### src/rtl/core/cptc_pkg.sv
// Package for the CAN priority transmit cache: constants, codes and the
// command/status structs between controller and datapath. No dependencies.
package cptc_pkg;

    // Sizing
    localparam int CACHE_SLOTS_DEF = 16;
    localparam int SLOT_W          = 11 + 4 + 64 + 8;
    localparam int PADDR_W         = 5;
    localparam int PDATA_W         = 32;

    // Identifier ranges
    localparam logic [10:0] NMT_ERR_MIN = 11'h701;
    localparam logic [10:0] NMT_ERR_MAX = 11'h77F;
    localparam logic [10:0] SDO_SC_MIN  = 11'h581;
    localparam logic [10:0] SDO_SC_MAX  = 11'h5FF;
    localparam logic [10:0] SDO_CS_MIN  = 11'h601;
    localparam logic [10:0] SDO_CS_MAX  = 11'h67F;

    // First slot of the lowest priority band, and link room cap per item
    localparam int          LOW_BAND_START = 4;
    localparam logic [4:0]  ROOM_CAP       = 5'd16;

    // Register indexes
    localparam logic [2:0] REG_OP_STATE     = 3'd0;
    localparam logic [2:0] REG_LINK_ENABLED = 3'd1;
    localparam logic [2:0] REG_BAND0_LIMIT  = 3'd2;
    localparam logic [2:0] REG_BAND1_LIMIT  = 3'd3;
    localparam logic [2:0] REG_BAND2_LIMIT  = 3'd4;
    localparam logic [2:0] REG_SDO_LAST     = 3'd5;

    // Register reset values
    localparam logic [1:0]  RST_OP_STATE   = 2'd0;
    localparam logic        RST_LINK_EN    = 1'b1;
    localparam logic [10:0] RST_BAND0      = 11'd127;
    localparam logic [10:0] RST_BAND1      = 11'd511;
    localparam logic [10:0] RST_BAND2      = 11'd1023;
    localparam logic        RST_SDO_LAST   = 1'b0;

    // Node states
    localparam logic [1:0] NODE_INIT    = 2'd0;
    localparam logic [1:0] NODE_STOPPED = 2'd1;

    // Item commands
    localparam logic CMD_SUBMIT = 1'b0;
    localparam logic CMD_DRAIN  = 1'b1;

    // Result kinds and status codes
    localparam logic       KIND_FRAME      = 1'b0;
    localparam logic       KIND_STATUS     = 1'b1;
    localparam logic [1:0] STATUS_OK       = 2'd0;
    localparam logic [1:0] STATUS_REFUSED  = 2'd1;
    localparam logic [1:0] STATUS_OVERFLOW = 2'd2;

    typedef struct packed {
        logic [1:0]  op_state;
        logic        link_enabled;
        logic [10:0] band0_limit;
        logic [10:0] band1_limit;
        logic [10:0] band2_limit;
        logic        sdo_last_slot_only;
    } t_cfg;

    // Controller -> datapath
    typedef struct packed {
        logic       load_item;
        logic       idx_clr;
        logic       idx_start;
        logic       idx_inc;
        logic       store_wr;
        logic       clr_ready;
        logic       ram_rd;
        logic       room_dec;
        logic       out_frame;
        logic       out_status;
        logic [1:0] status;
    } t_dp_cmd;

    // Datapath -> controller
    typedef struct packed {
        logic is_drain;
        logic refused;
        logic cur_ready;
        logic idx_last;
        logic room_zero;
        logic link_en;
        logic out_free;
    } t_dp_sts;

endpackage

### src/rtl/core/cptc_ram.sv
// Generic single-write, single-read RAM with registered read data.
// No dependencies.
module cptc_ram #(
    parameter int WIDTH = 8,
    parameter int DEPTH = 16
) (
    input  logic                     i_clk,
    input  logic                     i_wr_en,
    input  logic [$clog2(DEPTH)-1:0] i_wr_addr,
    input  logic [WIDTH-1:0]         i_wr_data,
    input  logic                     i_rd_en,
    input  logic [$clog2(DEPTH)-1:0] i_rd_addr,
    output logic [WIDTH-1:0]         o_rd_data
);

    logic [WIDTH-1:0] r_mem [DEPTH];
    logic [WIDTH-1:0] r_rd_data;

    always_ff @(posedge i_clk) begin
        if (i_wr_en) begin
            r_mem[i_wr_addr] <= i_wr_data;
        end
        if (i_rd_en) begin
            r_rd_data <= r_mem[i_rd_addr];
        end
    end

    assign o_rd_data = r_rd_data;

endmodule

### src/rtl/core/cptc_regs.sv
// Configuration register file on an APB-style port.
// Depends on cptc_pkg for the register map, reset values and t_cfg.
module cptc_regs (
    input  logic                         i_clk,
    input  logic                         i_rst_n,
    input  logic                         psel,
    input  logic                         penable,
    input  logic                         pwrite,
    input  logic [cptc_pkg::PADDR_W-1:0] paddr,
    input  logic [cptc_pkg::PDATA_W-1:0] pwdata,
    output logic [cptc_pkg::PDATA_W-1:0] prdata,
    output logic                         pready,
    output cptc_pkg::t_cfg               o_cfg
);

    cptc_pkg::t_cfg r_cfg;
    logic [2:0]     reg_idx;
    logic           wr_en;

    assign reg_idx = paddr[4:2];
    assign wr_en   = psel & penable & pwrite;
    assign pready  = 1'b1;

    // Register writes
    always_ff @(posedge i_clk) begin
        if (!i_rst_n) begin
            r_cfg.op_state           <= cptc_pkg::RST_OP_STATE;
            r_cfg.link_enabled       <= cptc_pkg::RST_LINK_EN;
            r_cfg.band0_limit        <= cptc_pkg::RST_BAND0;
            r_cfg.band1_limit        <= cptc_pkg::RST_BAND1;
            r_cfg.band2_limit        <= cptc_pkg::RST_BAND2;
            r_cfg.sdo_last_slot_only <= cptc_pkg::RST_SDO_LAST;
        end else if (wr_en) begin
            case (reg_idx)
                cptc_pkg::REG_OP_STATE:     r_cfg.op_state     <= pwdata[1:0];
                cptc_pkg::REG_LINK_ENABLED: r_cfg.link_enabled <= pwdata[0];
                cptc_pkg::REG_BAND0_LIMIT:  r_cfg.band0_limit  <= pwdata[10:0];
                cptc_pkg::REG_BAND1_LIMIT:  r_cfg.band1_limit  <= pwdata[10:0];
                cptc_pkg::REG_BAND2_LIMIT:  r_cfg.band2_limit  <= pwdata[10:0];
                cptc_pkg::REG_SDO_LAST:     r_cfg.sdo_last_slot_only <= pwdata[0];
                default: ;
            endcase
        end
    end

    // Read mux
    always_comb begin
        prdata = '0;
        case (reg_idx)
            cptc_pkg::REG_OP_STATE:     prdata[1:0]  = r_cfg.op_state;
            cptc_pkg::REG_LINK_ENABLED: prdata[0]    = r_cfg.link_enabled;
            cptc_pkg::REG_BAND0_LIMIT:  prdata[10:0] = r_cfg.band0_limit;
            cptc_pkg::REG_BAND1_LIMIT:  prdata[10:0] = r_cfg.band1_limit;
            cptc_pkg::REG_BAND2_LIMIT:  prdata[10:0] = r_cfg.band2_limit;
            cptc_pkg::REG_SDO_LAST:     prdata[0]    = r_cfg.sdo_last_slot_only;
            default: ;
        endcase
    end

    assign o_cfg = r_cfg;

endmodule

### src/rtl/core/cptc_ctrl.sv
// Controller state machine: sequences refusal check, slot store, drain,
// retry and final status. Depends on cptc_pkg for command/status structs.
module cptc_ctrl (
    input  logic              i_clk,
    input  logic              i_rst_n,
    input  logic              i_valid,
    output logic              o_ready,
    input  cptc_pkg::t_dp_sts i_sts,
    output cptc_pkg::t_dp_cmd o_cmd
);

    typedef enum logic [2:0] {
        S_IDLE,
        S_CHECK,
        S_STORE,
        S_DRAIN,
        S_READ,
        S_STATUS
    } t_state;

    t_state     r_state,   n_state;
    logic       r_again,   n_again;
    logic       r_retried, n_retried;
    logic [1:0] r_status,  n_status;

    // Next state and commands
    always_comb begin
        logic step;
        logic drain_end;
        step      = 1'b0;
        drain_end = 1'b0;
        n_state   = r_state;
        n_again   = r_again;
        n_retried = r_retried;
        n_status  = r_status;
        o_cmd        = '0;
        o_cmd.status = r_status;
        case (r_state)
            S_IDLE: begin
                if (i_valid && o_ready) begin
                    o_cmd.load_item = 1'b1;
                    n_state         = S_CHECK;
                end
            end
            S_CHECK: begin
                n_again   = 1'b0;
                n_retried = 1'b0;
                if (!i_sts.is_drain && i_sts.refused) begin
                    n_status = cptc_pkg::STATUS_REFUSED;
                    n_state  = S_STATUS;
                end else if (!i_sts.is_drain) begin
                    n_status        = cptc_pkg::STATUS_OK;
                    o_cmd.idx_start = 1'b1;
                    n_state         = S_STORE;
                end else begin
                    n_status      = cptc_pkg::STATUS_OK;
                    o_cmd.idx_clr = 1'b1;
                    n_state       = S_DRAIN;
                end
            end
            S_STORE: begin
                if (!i_sts.cur_ready) begin
                    o_cmd.store_wr = 1'b1;
                    o_cmd.idx_clr  = 1'b1;
                    n_again        = 1'b0;
                    n_state        = S_DRAIN;
                end else if (i_sts.idx_last) begin
                    if (r_retried) begin
                        n_status = cptc_pkg::STATUS_OVERFLOW;
                        n_state  = S_STATUS;
                    end else begin
                        // cache full: drain once, then try again
                        n_retried     = 1'b1;
                        n_again       = 1'b1;
                        o_cmd.idx_clr = 1'b1;
                        n_state       = S_DRAIN;
                    end
                end else begin
                    o_cmd.idx_inc = 1'b1;
                end
            end
            S_DRAIN: begin
                if (i_sts.cur_ready && i_sts.link_en && i_sts.room_zero) begin
                    drain_end = 1'b1;
                end else if (i_sts.cur_ready && i_sts.link_en) begin
                    o_cmd.ram_rd    = 1'b1;
                    o_cmd.room_dec  = 1'b1;
                    o_cmd.clr_ready = 1'b1;
                    n_state         = S_READ;
                end else begin
                    // free slot, or discarded frame with the link off
                    o_cmd.clr_ready = i_sts.cur_ready;
                    step            = 1'b1;
                end
            end
            S_READ: begin
                if (i_sts.out_free) begin
                    o_cmd.out_frame = 1'b1;
                    step            = 1'b1;
                end
            end
            S_STATUS: begin
                if (i_sts.out_free) begin
                    o_cmd.out_status = 1'b1;
                    n_state          = S_IDLE;
                end
            end
            default: n_state = S_IDLE;
        endcase

        // Advance the drain scan
        if (step) begin
            if (i_sts.idx_last) begin
                drain_end = 1'b1;
            end else begin
                o_cmd.idx_inc = 1'b1;
                n_state       = S_DRAIN;
            end
        end
        if (drain_end) begin
            if (r_again) begin
                n_again         = 1'b0;
                o_cmd.idx_start = 1'b1;
                n_state         = S_STORE;
            end else begin
                n_state = S_STATUS;
            end
        end
    end

    // State and registered outputs
    always_ff @(posedge i_clk) begin
        if (!i_rst_n) begin
            r_state   <= S_IDLE;
            r_again   <= 1'b0;
            r_retried <= 1'b0;
            r_status  <= cptc_pkg::STATUS_OK;
            o_ready   <= 1'b0;
        end else begin
            r_state   <= n_state;
            r_again   <= n_again;
            r_retried <= n_retried;
            r_status  <= n_status;
            o_ready   <= (n_state == S_IDLE);
        end
    end

endmodule

### src/rtl/core/cptc_dp.sv
// Datapath: item registers, slot ready bits, slot payload RAM, scan index,
// link room counter and output register. Depends on cptc_pkg and cptc_ram.
module cptc_dp #(
    parameter int CACHE_SLOTS = cptc_pkg::CACHE_SLOTS_DEF
) (
    input  logic              i_clk,
    input  logic              i_rst_n,
    input  cptc_pkg::t_cfg    i_cfg,
    input  cptc_pkg::t_dp_cmd i_cmd,
    output cptc_pkg::t_dp_sts o_sts,
    input  logic              i_command,
    input  logic [10:0]       i_frame_id,
    input  logic [3:0]        i_frame_len,
    input  logic [63:0]       i_frame_data,
    input  logic [7:0]        i_frame_flags,
    input  logic [4:0]        i_link_room,
    input  logic              i_ready,
    output logic              o_valid,
    output logic              o_kind,
    output logic [10:0]       o_out_id,
    output logic [3:0]        o_out_len,
    output logic [63:0]       o_out_data,
    output logic [7:0]        o_out_flags,
    output logic [1:0]        o_status,
    output logic              o_last
);

    localparam int IDX_W = $clog2(CACHE_SLOTS);
    localparam logic [IDX_W-1:0] IDX_LAST = IDX_W'(CACHE_SLOTS - 1);

    // Item registers
    logic        r_cmd;
    logic [10:0] r_id;
    logic [3:0]  r_len;
    logic [63:0] r_data;
    logic [7:0]  r_flags;
    logic [4:0]  r_room;

    logic [IDX_W-1:0]       r_idx;
    logic [CACHE_SLOTS-1:0] r_ready;
    logic                   r_out_valid;

    logic [IDX_W-1:0]            start_idx;
    logic                        errctl;
    logic                        is_sdo;
    logic                        out_free;
    logic [cptc_pkg::SLOT_W-1:0] rd_word;

    // Capture the item; link room saturates for the whole item
    always_ff @(posedge i_clk) begin
        if (i_cmd.load_item) begin
            r_cmd   <= i_command;
            r_id    <= i_frame_id;
            r_len   <= i_frame_len;
            r_data  <= i_frame_data;
            r_flags <= i_frame_flags;
            r_room  <= (i_link_room > cptc_pkg::ROOM_CAP) ? cptc_pkg::ROOM_CAP
                                                         : i_link_room;
        end else if (i_cmd.room_dec) begin
            r_room <= r_room - 5'd1;
        end
    end

    // Refusal and first allowed slot
    assign errctl = (r_id >= cptc_pkg::NMT_ERR_MIN) && (r_id <= cptc_pkg::NMT_ERR_MAX);
    assign is_sdo = ((r_id >= cptc_pkg::SDO_SC_MIN) && (r_id <= cptc_pkg::SDO_SC_MAX)) ||
                    ((r_id >= cptc_pkg::SDO_CS_MIN) && (r_id <= cptc_pkg::SDO_CS_MAX));

    always_comb begin
        if (i_cfg.sdo_last_slot_only && is_sdo) begin
            start_idx = IDX_LAST;
        end else if (r_id <= i_cfg.band0_limit) begin
            start_idx = IDX_W'(0);
        end else if (r_id <= i_cfg.band1_limit) begin
            start_idx = IDX_W'(1);
        end else if (r_id <= i_cfg.band2_limit) begin
            start_idx = IDX_W'(2);
        end else begin
            start_idx = IDX_W'(cptc_pkg::LOW_BAND_START);
        end
    end

    // Scan index
    always_ff @(posedge i_clk) begin
        if (!i_rst_n) begin
            r_idx <= '0;
        end else if (i_cmd.idx_clr) begin
            r_idx <= '0;
        end else if (i_cmd.idx_start) begin
            r_idx <= start_idx;
        end else if (i_cmd.idx_inc) begin
            r_idx <= r_idx + IDX_W'(1);
        end
    end

    // Slot ready bits
    always_ff @(posedge i_clk) begin
        if (!i_rst_n) begin
            r_ready <= '0;
        end else if (i_cmd.store_wr) begin
            r_ready[r_idx] <= 1'b1;
        end else if (i_cmd.clr_ready) begin
            r_ready[r_idx] <= 1'b0;
        end
    end

    // Slot payload store
    cptc_ram #(
        .WIDTH (cptc_pkg::SLOT_W),
        .DEPTH (CACHE_SLOTS)
    ) u_slot_ram (
        .i_clk     (i_clk),
        .i_wr_en   (i_cmd.store_wr),
        .i_wr_addr (r_idx),
        .i_wr_data ({r_id, r_len, r_data, r_flags}),
        .i_rd_en   (i_cmd.ram_rd),
        .i_rd_addr (r_idx),
        .o_rd_data (rd_word)
    );

    // Output register
    assign out_free = !r_out_valid || i_ready;

    always_ff @(posedge i_clk) begin
        if (!i_rst_n) begin
            r_out_valid <= 1'b0;
        end else if (i_cmd.out_frame || i_cmd.out_status) begin
            r_out_valid <= 1'b1;
        end else if (i_ready) begin
            r_out_valid <= 1'b0;
        end
    end

    always_ff @(posedge i_clk) begin
        if (i_cmd.out_frame) begin
            o_kind      <= cptc_pkg::KIND_FRAME;
            o_out_id    <= rd_word[86:76];
            o_out_len   <= rd_word[75:72];
            o_out_data  <= rd_word[71:8];
            o_out_flags <= rd_word[7:0];
            o_status    <= cptc_pkg::STATUS_OK;
            o_last      <= 1'b0;
        end else if (i_cmd.out_status) begin
            o_kind      <= cptc_pkg::KIND_STATUS;
            o_out_id    <= '0;
            o_out_len   <= '0;
            o_out_data  <= '0;
            o_out_flags <= '0;
            o_status    <= i_cmd.status;
            o_last      <= 1'b1;
        end
    end

    assign o_valid = r_out_valid;

    // Status to the controller
    assign o_sts.is_drain  = (r_cmd == cptc_pkg::CMD_DRAIN);
    assign o_sts.refused   = !errctl && ((i_cfg.op_state == cptc_pkg::NODE_INIT) ||
                                         (i_cfg.op_state == cptc_pkg::NODE_STOPPED));
    assign o_sts.cur_ready = r_ready[r_idx];
    assign o_sts.idx_last  = (r_idx == IDX_LAST);
    assign o_sts.room_zero = (r_room == 5'd0);
    assign o_sts.link_en   = i_cfg.link_enabled;
    assign o_sts.out_free  = out_free;

endmodule

### src/rtl/core/can_priority_transmit_cache_core.sv
// Top level of the CAN priority transmit cache: registers, controller and
// datapath. Depends on cptc_pkg, cptc_regs, cptc_ctrl, cptc_dp, cptc_ram.
//
// Usage: one item enters on i_valid/o_ready: a submit (frame plus link room)
// or a drain-only command. Results leave on o_valid/i_ready from an output
// register: zero or more sent frames (kind 0) and then one status result
// (kind 1, o_last high). Configuration goes through the APB-style port and
// must be written by the user only while the block is idle; the block itself
// does not enforce this.
// Timing: one item is worked on at a time. A refused submit goes from the
// check straight to its status result. Otherwise a submit probes slots from
// its band's first slot for a free one, and then the drain scan visits the
// slots in order from slot 0, with a slot RAM read for each frame sent. A
// drain command runs the scan alone. A submit that finds the cache full
// drains and scans once more: it overflows if the cache is still full, and
// otherwise stores and drains again. The slot scan and the single slot RAM
// read port set the time per item.
// Reset (synchronous, active low) frees all slots and loads register
// defaults; slot payload is not cleared. A stalled receiver holds the output
// register, and the scan waits before loading the next frame.
module can_priority_transmit_cache_core #(
    parameter int CACHE_SLOTS = cptc_pkg::CACHE_SLOTS_DEF
) (
    input  logic                         i_clk,
    input  logic                         i_rst_n,
    // Configuration
    input  logic                         psel,
    input  logic                         penable,
    input  logic                         pwrite,
    input  logic [cptc_pkg::PADDR_W-1:0] paddr,
    input  logic [cptc_pkg::PDATA_W-1:0] pwdata,
    output logic [cptc_pkg::PDATA_W-1:0] prdata,
    output logic                         pready,
    // Input transactions
    input  logic                         i_valid,
    output logic                         o_ready,
    input  logic                         i_command,
    input  logic [10:0]                  i_frame_id,
    input  logic [3:0]                   i_frame_len,
    input  logic [63:0]                  i_frame_data,
    input  logic [7:0]                   i_frame_flags,
    input  logic [4:0]                   i_link_room,
    // Output transactions
    output logic                         o_valid,
    input  logic                         i_ready,
    output logic                         o_kind,
    output logic [10:0]                  o_out_id,
    output logic [3:0]                   o_out_len,
    output logic [63:0]                  o_out_data,
    output logic [7:0]                   o_out_flags,
    output logic [1:0]                   o_status,
    output logic                         o_last
);

    cptc_pkg::t_cfg    cfg;
    cptc_pkg::t_dp_cmd dp_cmd;
    cptc_pkg::t_dp_sts dp_sts;

    cptc_regs u_regs (
        .i_clk   (i_clk),
        .i_rst_n (i_rst_n),
        .psel    (psel),
        .penable (penable),
        .pwrite  (pwrite),
        .paddr   (paddr),
        .pwdata  (pwdata),
        .prdata  (prdata),
        .pready  (pready),
        .o_cfg   (cfg)
    );

    cptc_ctrl u_ctrl (
        .i_clk   (i_clk),
        .i_rst_n (i_rst_n),
        .i_valid (i_valid),
        .o_ready (o_ready),
        .i_sts   (dp_sts),
        .o_cmd   (dp_cmd)
    );

    cptc_dp #(
        .CACHE_SLOTS (CACHE_SLOTS)
    ) u_dp (
        .i_clk         (i_clk),
        .i_rst_n       (i_rst_n),
        .i_cfg         (cfg),
        .i_cmd         (dp_cmd),
        .o_sts         (dp_sts),
        .i_command     (i_command),
        .i_frame_id    (i_frame_id),
        .i_frame_len   (i_frame_len),
        .i_frame_data  (i_frame_data),
        .i_frame_flags (i_frame_flags),
        .i_link_room   (i_link_room),
        .i_ready       (i_ready),
        .o_valid       (o_valid),
        .o_kind        (o_kind),
        .o_out_id      (o_out_id),
        .o_out_len     (o_out_len),
        .o_out_data    (o_out_data),
        .o_out_flags   (o_out_flags),
        .o_status      (o_status),
        .o_last        (o_last)
    );

endmodule

### config.mk
export PLATFORM = sky130hd
export DESIGN_NAME = can_priority_transmit_cache_core
export DESIGN_NICKNAME = d
export VERILOG_FILES = /design/src/rtl/core/cptc_pkg.sv /design/src/rtl/core/cptc_ram.sv /design/src/rtl/core/cptc_regs.sv /design/src/rtl/core/cptc_ctrl.sv /design/src/rtl/core/cptc_dp.sv /design/src/rtl/core/can_priority_transmit_cache_core.sv
export SDC_FILE = /design/constraint.sdc
export NUM_CORES = 2
export LEC_CHECK = 0
export ABC_AREA = 1
export BUFFER_PORTS_ARGS = -buffer_cell sky130_fd_sc_hd__buf_2
export CAP_MARGIN = 0
export CORE_UTILIZATION = 50
export DETAILED_ROUTE_END_ITERATION = 7
export GPL_ROUTABILITY_DRIVEN = 0
export HOLD_SLACK_MARGIN = 0.02
export PLACE_DENSITY_LB_ADDON = 0.3
export SYNTH_ARGS = -nofsm -noshare
export SYNTH_HDL_FRONTEND = slang
export SYNTH_HIERARCHICAL = 1
export SYNTH_SLANG_ARGS = --single-unit
### constraint.sdc
create_clock -name i_clk -period 23.9 [get_ports i_clk]
set_input_delay 1.195 -clock i_clk [delete_from_list [all_inputs] [get_ports i_clk]]
set_output_delay 1.195 -clock i_clk [all_outputs]
set_load 0.02 [all_outputs]
# Word-level counts from Yosys, hierarchy flattened
# Memories as Yosys holds them, arrays and structs flattened. A register that Yosys moved wholly into a read port is not among the register bits.
# Index checks and enable logic that the tools add are counted.
# Widths: inputs -> output; s select.
[word_totals]
register_bits = 249
mem_bits_rw = 1392
elab_cells = 189
mem_count = 1
[classes]
add_sub_neg = 2
n_lt_le_gt_ge = 12
n_eq_ne = 15
mux = 90
n_bitwise = 6
n_reduce_logical = 37
[mem_list]
columns = ["name", "depth", "width", "rd", "rd_clocked_by_memory_dff", "wr", "line_no", "rtl"]
rows = [
  ["u_dp.u_slot_ram.r_mem", 16, 87, 1, 1, 1, "cptc_ram.sv:16", "logic [WIDTH-1:0] r_mem [DEPTH];"],
]
[ops]
columns = ["op", "count"]
rows = [
  ["$mux 64", 2],
  ["$mux 3", 15],
  ["$mux 1", 40],
  ["$ge 11x11->1 const B", 3],
  ["$le 11x11->1", 3],
  ["$le 11x11->1 const B", 3],
  ["$mux 16", 2],
  ["$mux 4", 7],
  ["$pmux 9 s3", 1],
  ["$mux 11", 2],
  ["$pmux 3 s6", 1],
  ["$and 16x16->16", 1],
  ["$mux 8", 2],
  ["$not 16->16", 1],
  ["$or 16x16->16", 1],
  ["$mux 5", 3],
  ["$eq 3x2->1 const B", 4],
  ["$eq 3x3->1 const B", 4],
  ["$mux 2", 6],
  ["$reduce_and 2->1", 6],
  ["$reduce_bool 2->1", 6],
  ["$logic_and 1x1->1", 10],
  ["$logic_not 3->1", 3],
  ["$pmux 1 s2", 4],
  ["24 further kinds", 32],
]

# Longest topological paths before layout
[depth]
ltp_word = 11
depth_mapped = 18

# Hierarchy
# The synthesis kept the hierarchy.
[modules_own_cells]
columns = ["module", "instances", "cells_per_inst", "area_per_inst_um2", "seq_area_each_um2"]
rows = [
  ["cptc_ram", 1, 5714, 61946.9, 44412.6],
  ["cptc_dp", 1, 739, 8463.1, 5885.6],
  ["cptc_regs", 1, 286, 1961.9, 740.7],
  ["cptc_ctrl", 1, 108, 656.9, 160.2],
]

# Worst setup path before layout
# Ideal clock, no wire load.
[synth_timing]
path_kind = "input port to flip-flop"
startpoint = "input i_valid"
endpoint = "register u_dp.r_room[0] (enable)"
setup_ns = 0.323
t_arrival_ns = 8.161
setup_slack_ns = 15.417
cell_stages = 3
cell_sequence = "nand3_1 nor3_1 or2_1"
[synth_lines]
columns = ["item", "line_no", "rtl"]
rows = [
  ["start, declared", "can_priority_transmit_cache_core.sv:35", "input logic i_valid,"],
  ["end signal, assigned", "cptc_dp.sv:57", "r_room <= (i_link_room > cptc_pkg::ROOM_CAP) ? cptc_pkg::ROOM_CAP"],
  ["end signal, assigned", "cptc_dp.sv:60", "r_room <= r_room - 5'd1;"],
  ["end, declared", "cptc_dp.sv:37", "logic [4:0] r_room;"],
]

# Final worst setup path
[layout_timing]
startpoint = "register u_dp.r_idx[1]"
endpoint = "memory u_dp/u_slot_ram/r_mem[3][67] (netlist bit) (enable)"
[layout_between]
elab_chain_len = 6
[layout_rtl]
columns = ["item", "line_no", "rtl"]
rows = [
  ["start, declared", "cptc_dp.sv:39", "logic [IDX_W-1:0] r_idx;"],
  ["start signal, assigned", "cptc_dp.sv:90", "r_idx <= start_idx;"],
  ["start signal, assigned", "cptc_dp.sv:92", "r_idx <= r_idx + IDX_W'(1);"],
  ["$bmux 1 s4", "cptc_dp.sv:160", "assign o_sts.cur_ready = r_ready[r_idx];"],
  ["$mux 1 (not written as such)", "cptc_dp.sv:160", ""],
  ["$mux 1", "cptc_ctrl.sv:62", "if (!i_sts.cur_ready) begin"],
  ["$mux 2", "cptc_ctrl.sv:38", "case (r_state)"],
  ["$mux 1", "cptc_ram.sv:20", "if (i_wr_en) begin"],
  ["$mux 1 (not written as such)", "cptc_ram.sv:21", "r_mem[i_wr_addr] <= i_wr_data;"],
  ["end, declared", "cptc_ram.sv:16", ""],
]
# Several ways; a longest one is shown, not always the timed one. The select of a mux whose other input is x is not followed.

==> out/results.ini <==
[sta]
layout_min_cycle_time_ns=6.04
fmax_ghz=0.165
relSlewSlack=0.217
finalHoldViolations=0
fin_crit_sh=0.253
finalSetupTns_ns=0
finalWorstSetupSlack_ns=17.86
slew_viol_final=0
timing.clock.skew_ns=0.0358
holdWs_ns=0.457
grt_setup_unrepaired=false
worst_slew_pin_slew_ns=1.17
setup_violations=0

[placed_design]
dpl.hpwl_mm=87.8
port_buffers=217
pre_cts_ws_ns=17.88

[global_route]
globalRouteTotalUtil=0.239
grt_max_degree=207
grt_pass1_wl_mm=268
gr-total-overflow=0
antenna_found_initial=4
grt_pass1_vias=46100

[clocking]
ctsHoldBuffers=0
cts_resized=0
numCtsBuffers=177
clk_pin_slew_worst_paths_ns=0.05
cts_setup_buffers=0
htree_levels=4
clk_path_buf_depth=3
cts_tree=built
cts_root_buffer=clkbuf_16
insertion_delay_ns=0.81
cts_sinks=1728

[power_and_ir_drop]
clkPwrFrac=0.341
powerDensity_nw_per_um2=95.8
p_leak_nw=34.4
sw_frac_of_total=0.300
power_frac_seq=0.471
p_comb_frac=0.188
finalPower_mw=7.77
vdd_drop_max_mv=0.0747
p_int_mw=5.44
p_sw_mw=2.33

[cells_and_area]
nNetsFinal=7167
antennaDiodeCount=0
n_fill_cell=11700
syn2layout_area_growth_pct=11.0
utilization=0.562
drive_above_1_share=0.0851

[die]
start_util=0.507
rows=139
ioPinCount=263
fp.dieArea_um2=148000
coreArea_um2=144000
die_h_um=384
die_w_um=384

[worst_hold_path]
min_path_cells=2
hp-start=u_ctrl/r_status[1]
hold_class=flop to flop

[synthesis]
async_flop_share=0
avgSynthCellArea_um2=10.7
syn-instance-count=6847
synthMuxAreaShare=0
ys_seq_elements=1728
synth-xor-area-share=0.000360
yosys_most_used_dff=edfxtp_1
yosys.area_share.adder=0.00668
synth_top_family_by_area=simple AND/OR/NAND/NOR gates
syn_area_um2=73000
ys_seq_area_frac=0.701
ys_types=45
yosys_warnings=6
yosys.area_share.simple=0.196
synth_compound_area_frac=0.00696
synth-edff-count=1659

[critical_path]
cp_cell_sequence=buf_4, buf_4, nand2_1, nor2_4, buf_4, buf_4
crit_required_ns=24.32
critPathMostFrequentCell=buf_4
arrival_ns=6.47
slowest_delay_ns=1.00
cp_num_cells=6
cp-start-kind=flop
criticalPathCategory=flop to flop
critical_path_buf_inv_count=4
critPathMaxFanout=72
reg2regPathDepth=6
rr_startpoint=u_dp/r_idx[1]
cp-startpoint=u_dp/r_idx[1]
cpMaxStageDelayCell=nor2_4
cp_top_family=buffers and inverters
crit_path_end_kind=flop

[flow_run]
cap_viol_max_count=0

[detailed_routing]
vias_per_cell=5.29
dr.pass1.iters=5
drt_wl_total_mm=177
ant_nets=0
wl_per_cell_um=19.6
vias=47800
drc_errors=0
drt_iter0_drc=4454

[outcome]
status=finished clean

-- power groups by stage --
stage / Sequential (mW) / Clock, mW / Combinational, mW
4_1_cts: 3.66 / 2.69 / 1.46
5_1_grt: 3.68 / 2.81 / 1.62
3_3_place_gp: 3.72 / 0 / 1.42
6_report: 3.66 / 2.65 / 1.46
3_5_place_dp: 3.72 / 0 / 1.45
2_1_floorplan: 3.70 / 0 / 1.03
-- cells in the mapped netlist, types with 2 or more instances --
master | instances | area [µm²]
clkbuf_1 | 78 | 293
nand4_1 | 11 | 68.8
nand2_1 | 2119 | 7950
edfxtp_1 | 1659 | 49800
nor2_1 | 108 | 405
nand3_1 | 1108 | 5550
inv_4 | 2 | 12.5
o21ai_1 | 18 | 90.1
buf_4 | 50 | 375
buf_1 | 33 | 124
buf_6 | 12 | 135
nor2_4 | 7 | 78.8
inv_2 | 20 | 75.1
clkinv_1 | 3 | 11.3
nand3b_1 | 4 | 30.0
dfxtp_1 | 69 | 1380
nand2_2 | 10 | 62.6
ha_1 | 39 | 488
o21ai_0 | 20 | 100
inv_1 | 1222 | 4590
buf_2 | 170 | 851
conb_1 | 2 | 7.51
a21oi_1 | 38 | 190
a21oi_2 | 2 | 17.5
xor2_1 | 2 | 17.5
a31oi_1 | 2 | 12.5
nand3_2 | 6 | 60.1
o22ai_1 | 5 | 31.3
nor2_2 | 10 | 62.6
nor3_1 | 3 | 15.0
-- path summary, 6_finish.rpt --
| kind | endpoint | slack, ns |
|---|---|---|
| min | u_ctrl/r_status[1] | 0.46 |
| max reg2reg | u_dp/u_slot_ram/r_mem[3][67] | 17.86 |
| min reg2reg | u_ctrl/r_status[1] | 0.46 |
| max | u_dp/u_slot_ram/r_mem[3][67] | 17.86 |
-- placed cells by master (no fill, tap or decap), types with 8 or more instances in the layout --
| master | count |
|---|---|
| inv_2 | 18 |
| clkbuf_1 | 55 |
| o21ai_0 | 20 |
| nor2_1 | 92 |
| clkinv_2 | 23 |
| a21oi_1 | 38 |
| o21ai_1 | 18 |
| nand2_2 | 10 |
| dfxtp_1 | 65 |
| clkinv_1 | 33 |
| inv_1 | 1219 |
| nor2_4 | 23 |
| ha_1 | 39 |
| nand4_1 | 11 |
| nand2_1 | 2118 |
| bufinv_16 | 11 |
| clkbuf_16 | 179 |
| edfxtp_1 | 1659 |
| nor2_2 | 10 |
| inv_6 | 8 |
| conb_1 | 22 |
| buf_4 | 68 |
| nand3_1 | 1108 |
| buf_2 | 217 |
-- flip-flops by register name, summed over array words and instances, names as in the netlist, 4 cells and up, named ones only --
signal,count
u_dp/r_flags,8
u_dp/o_out_len,4
u_dp/r_room,5
u_dp/r_idx,4
u_dp/o_out_flags,8
u_regs/o_cfg,37
u_dp/r_id,11
u_dp/o_out_id,11
u_dp/o_out_data,64
u_dp/u_slot_ram/o_rd_data,87
u_dp/u_slot_ram/r_mem,1392
u_dp/r_len,4
u_dp/r_data,64
-- stage by stage --
stage,instance area (µm²),instances
floorplan,73100,6867
global placement,75500,8715
detailed placement,75500,8715
CTS,81100,9034
global route,81100,9034
finish,81100,9034
-- layout make-up --
| cell class | instances | area, µm² | area share |
|---|---|---|---|
| timing repair buffer | 288 | 1660 | 0.0204 |
| clock inverter | 85 | 860 | 0.0106 |
| tap | 1903 | 2380 | 0.0294 |
| sequential | 1728 | 51200 | 0.632 |
| clock buffer | 234 | 4690 | 0.0578 |
| multi-input combinational | 3548 | 15600 | 0.192 |
| inverter | 1248 | 4720 | 0.0582 |
-- cell families after synthesis --
logic type / Yosys count
buf+inv: 1591
simple gates: 3391
xor+xnor: 3
flops: 1728
other cells: 2
fa+ha+maj: 39
compound gates: 93
-- per-layer routing --
layer  share of wire  global-route usage
met4           0.028              0.0809
met2            0.48               0.396
met5         0.00011                   0
met3           0.078              0.0381
met1            0.41               0.321
-- worst register-to-register path: stages (launching register included) --
cell	delay, ns
dfxtp_4	0.90
buf_4	0.94
buf_4	0.88
nand2_1	0.49
nor2_4	1.00
buf_4	0.74
buf_4	0.66
No activity file was read; power rests on OpenSTA's default activity.
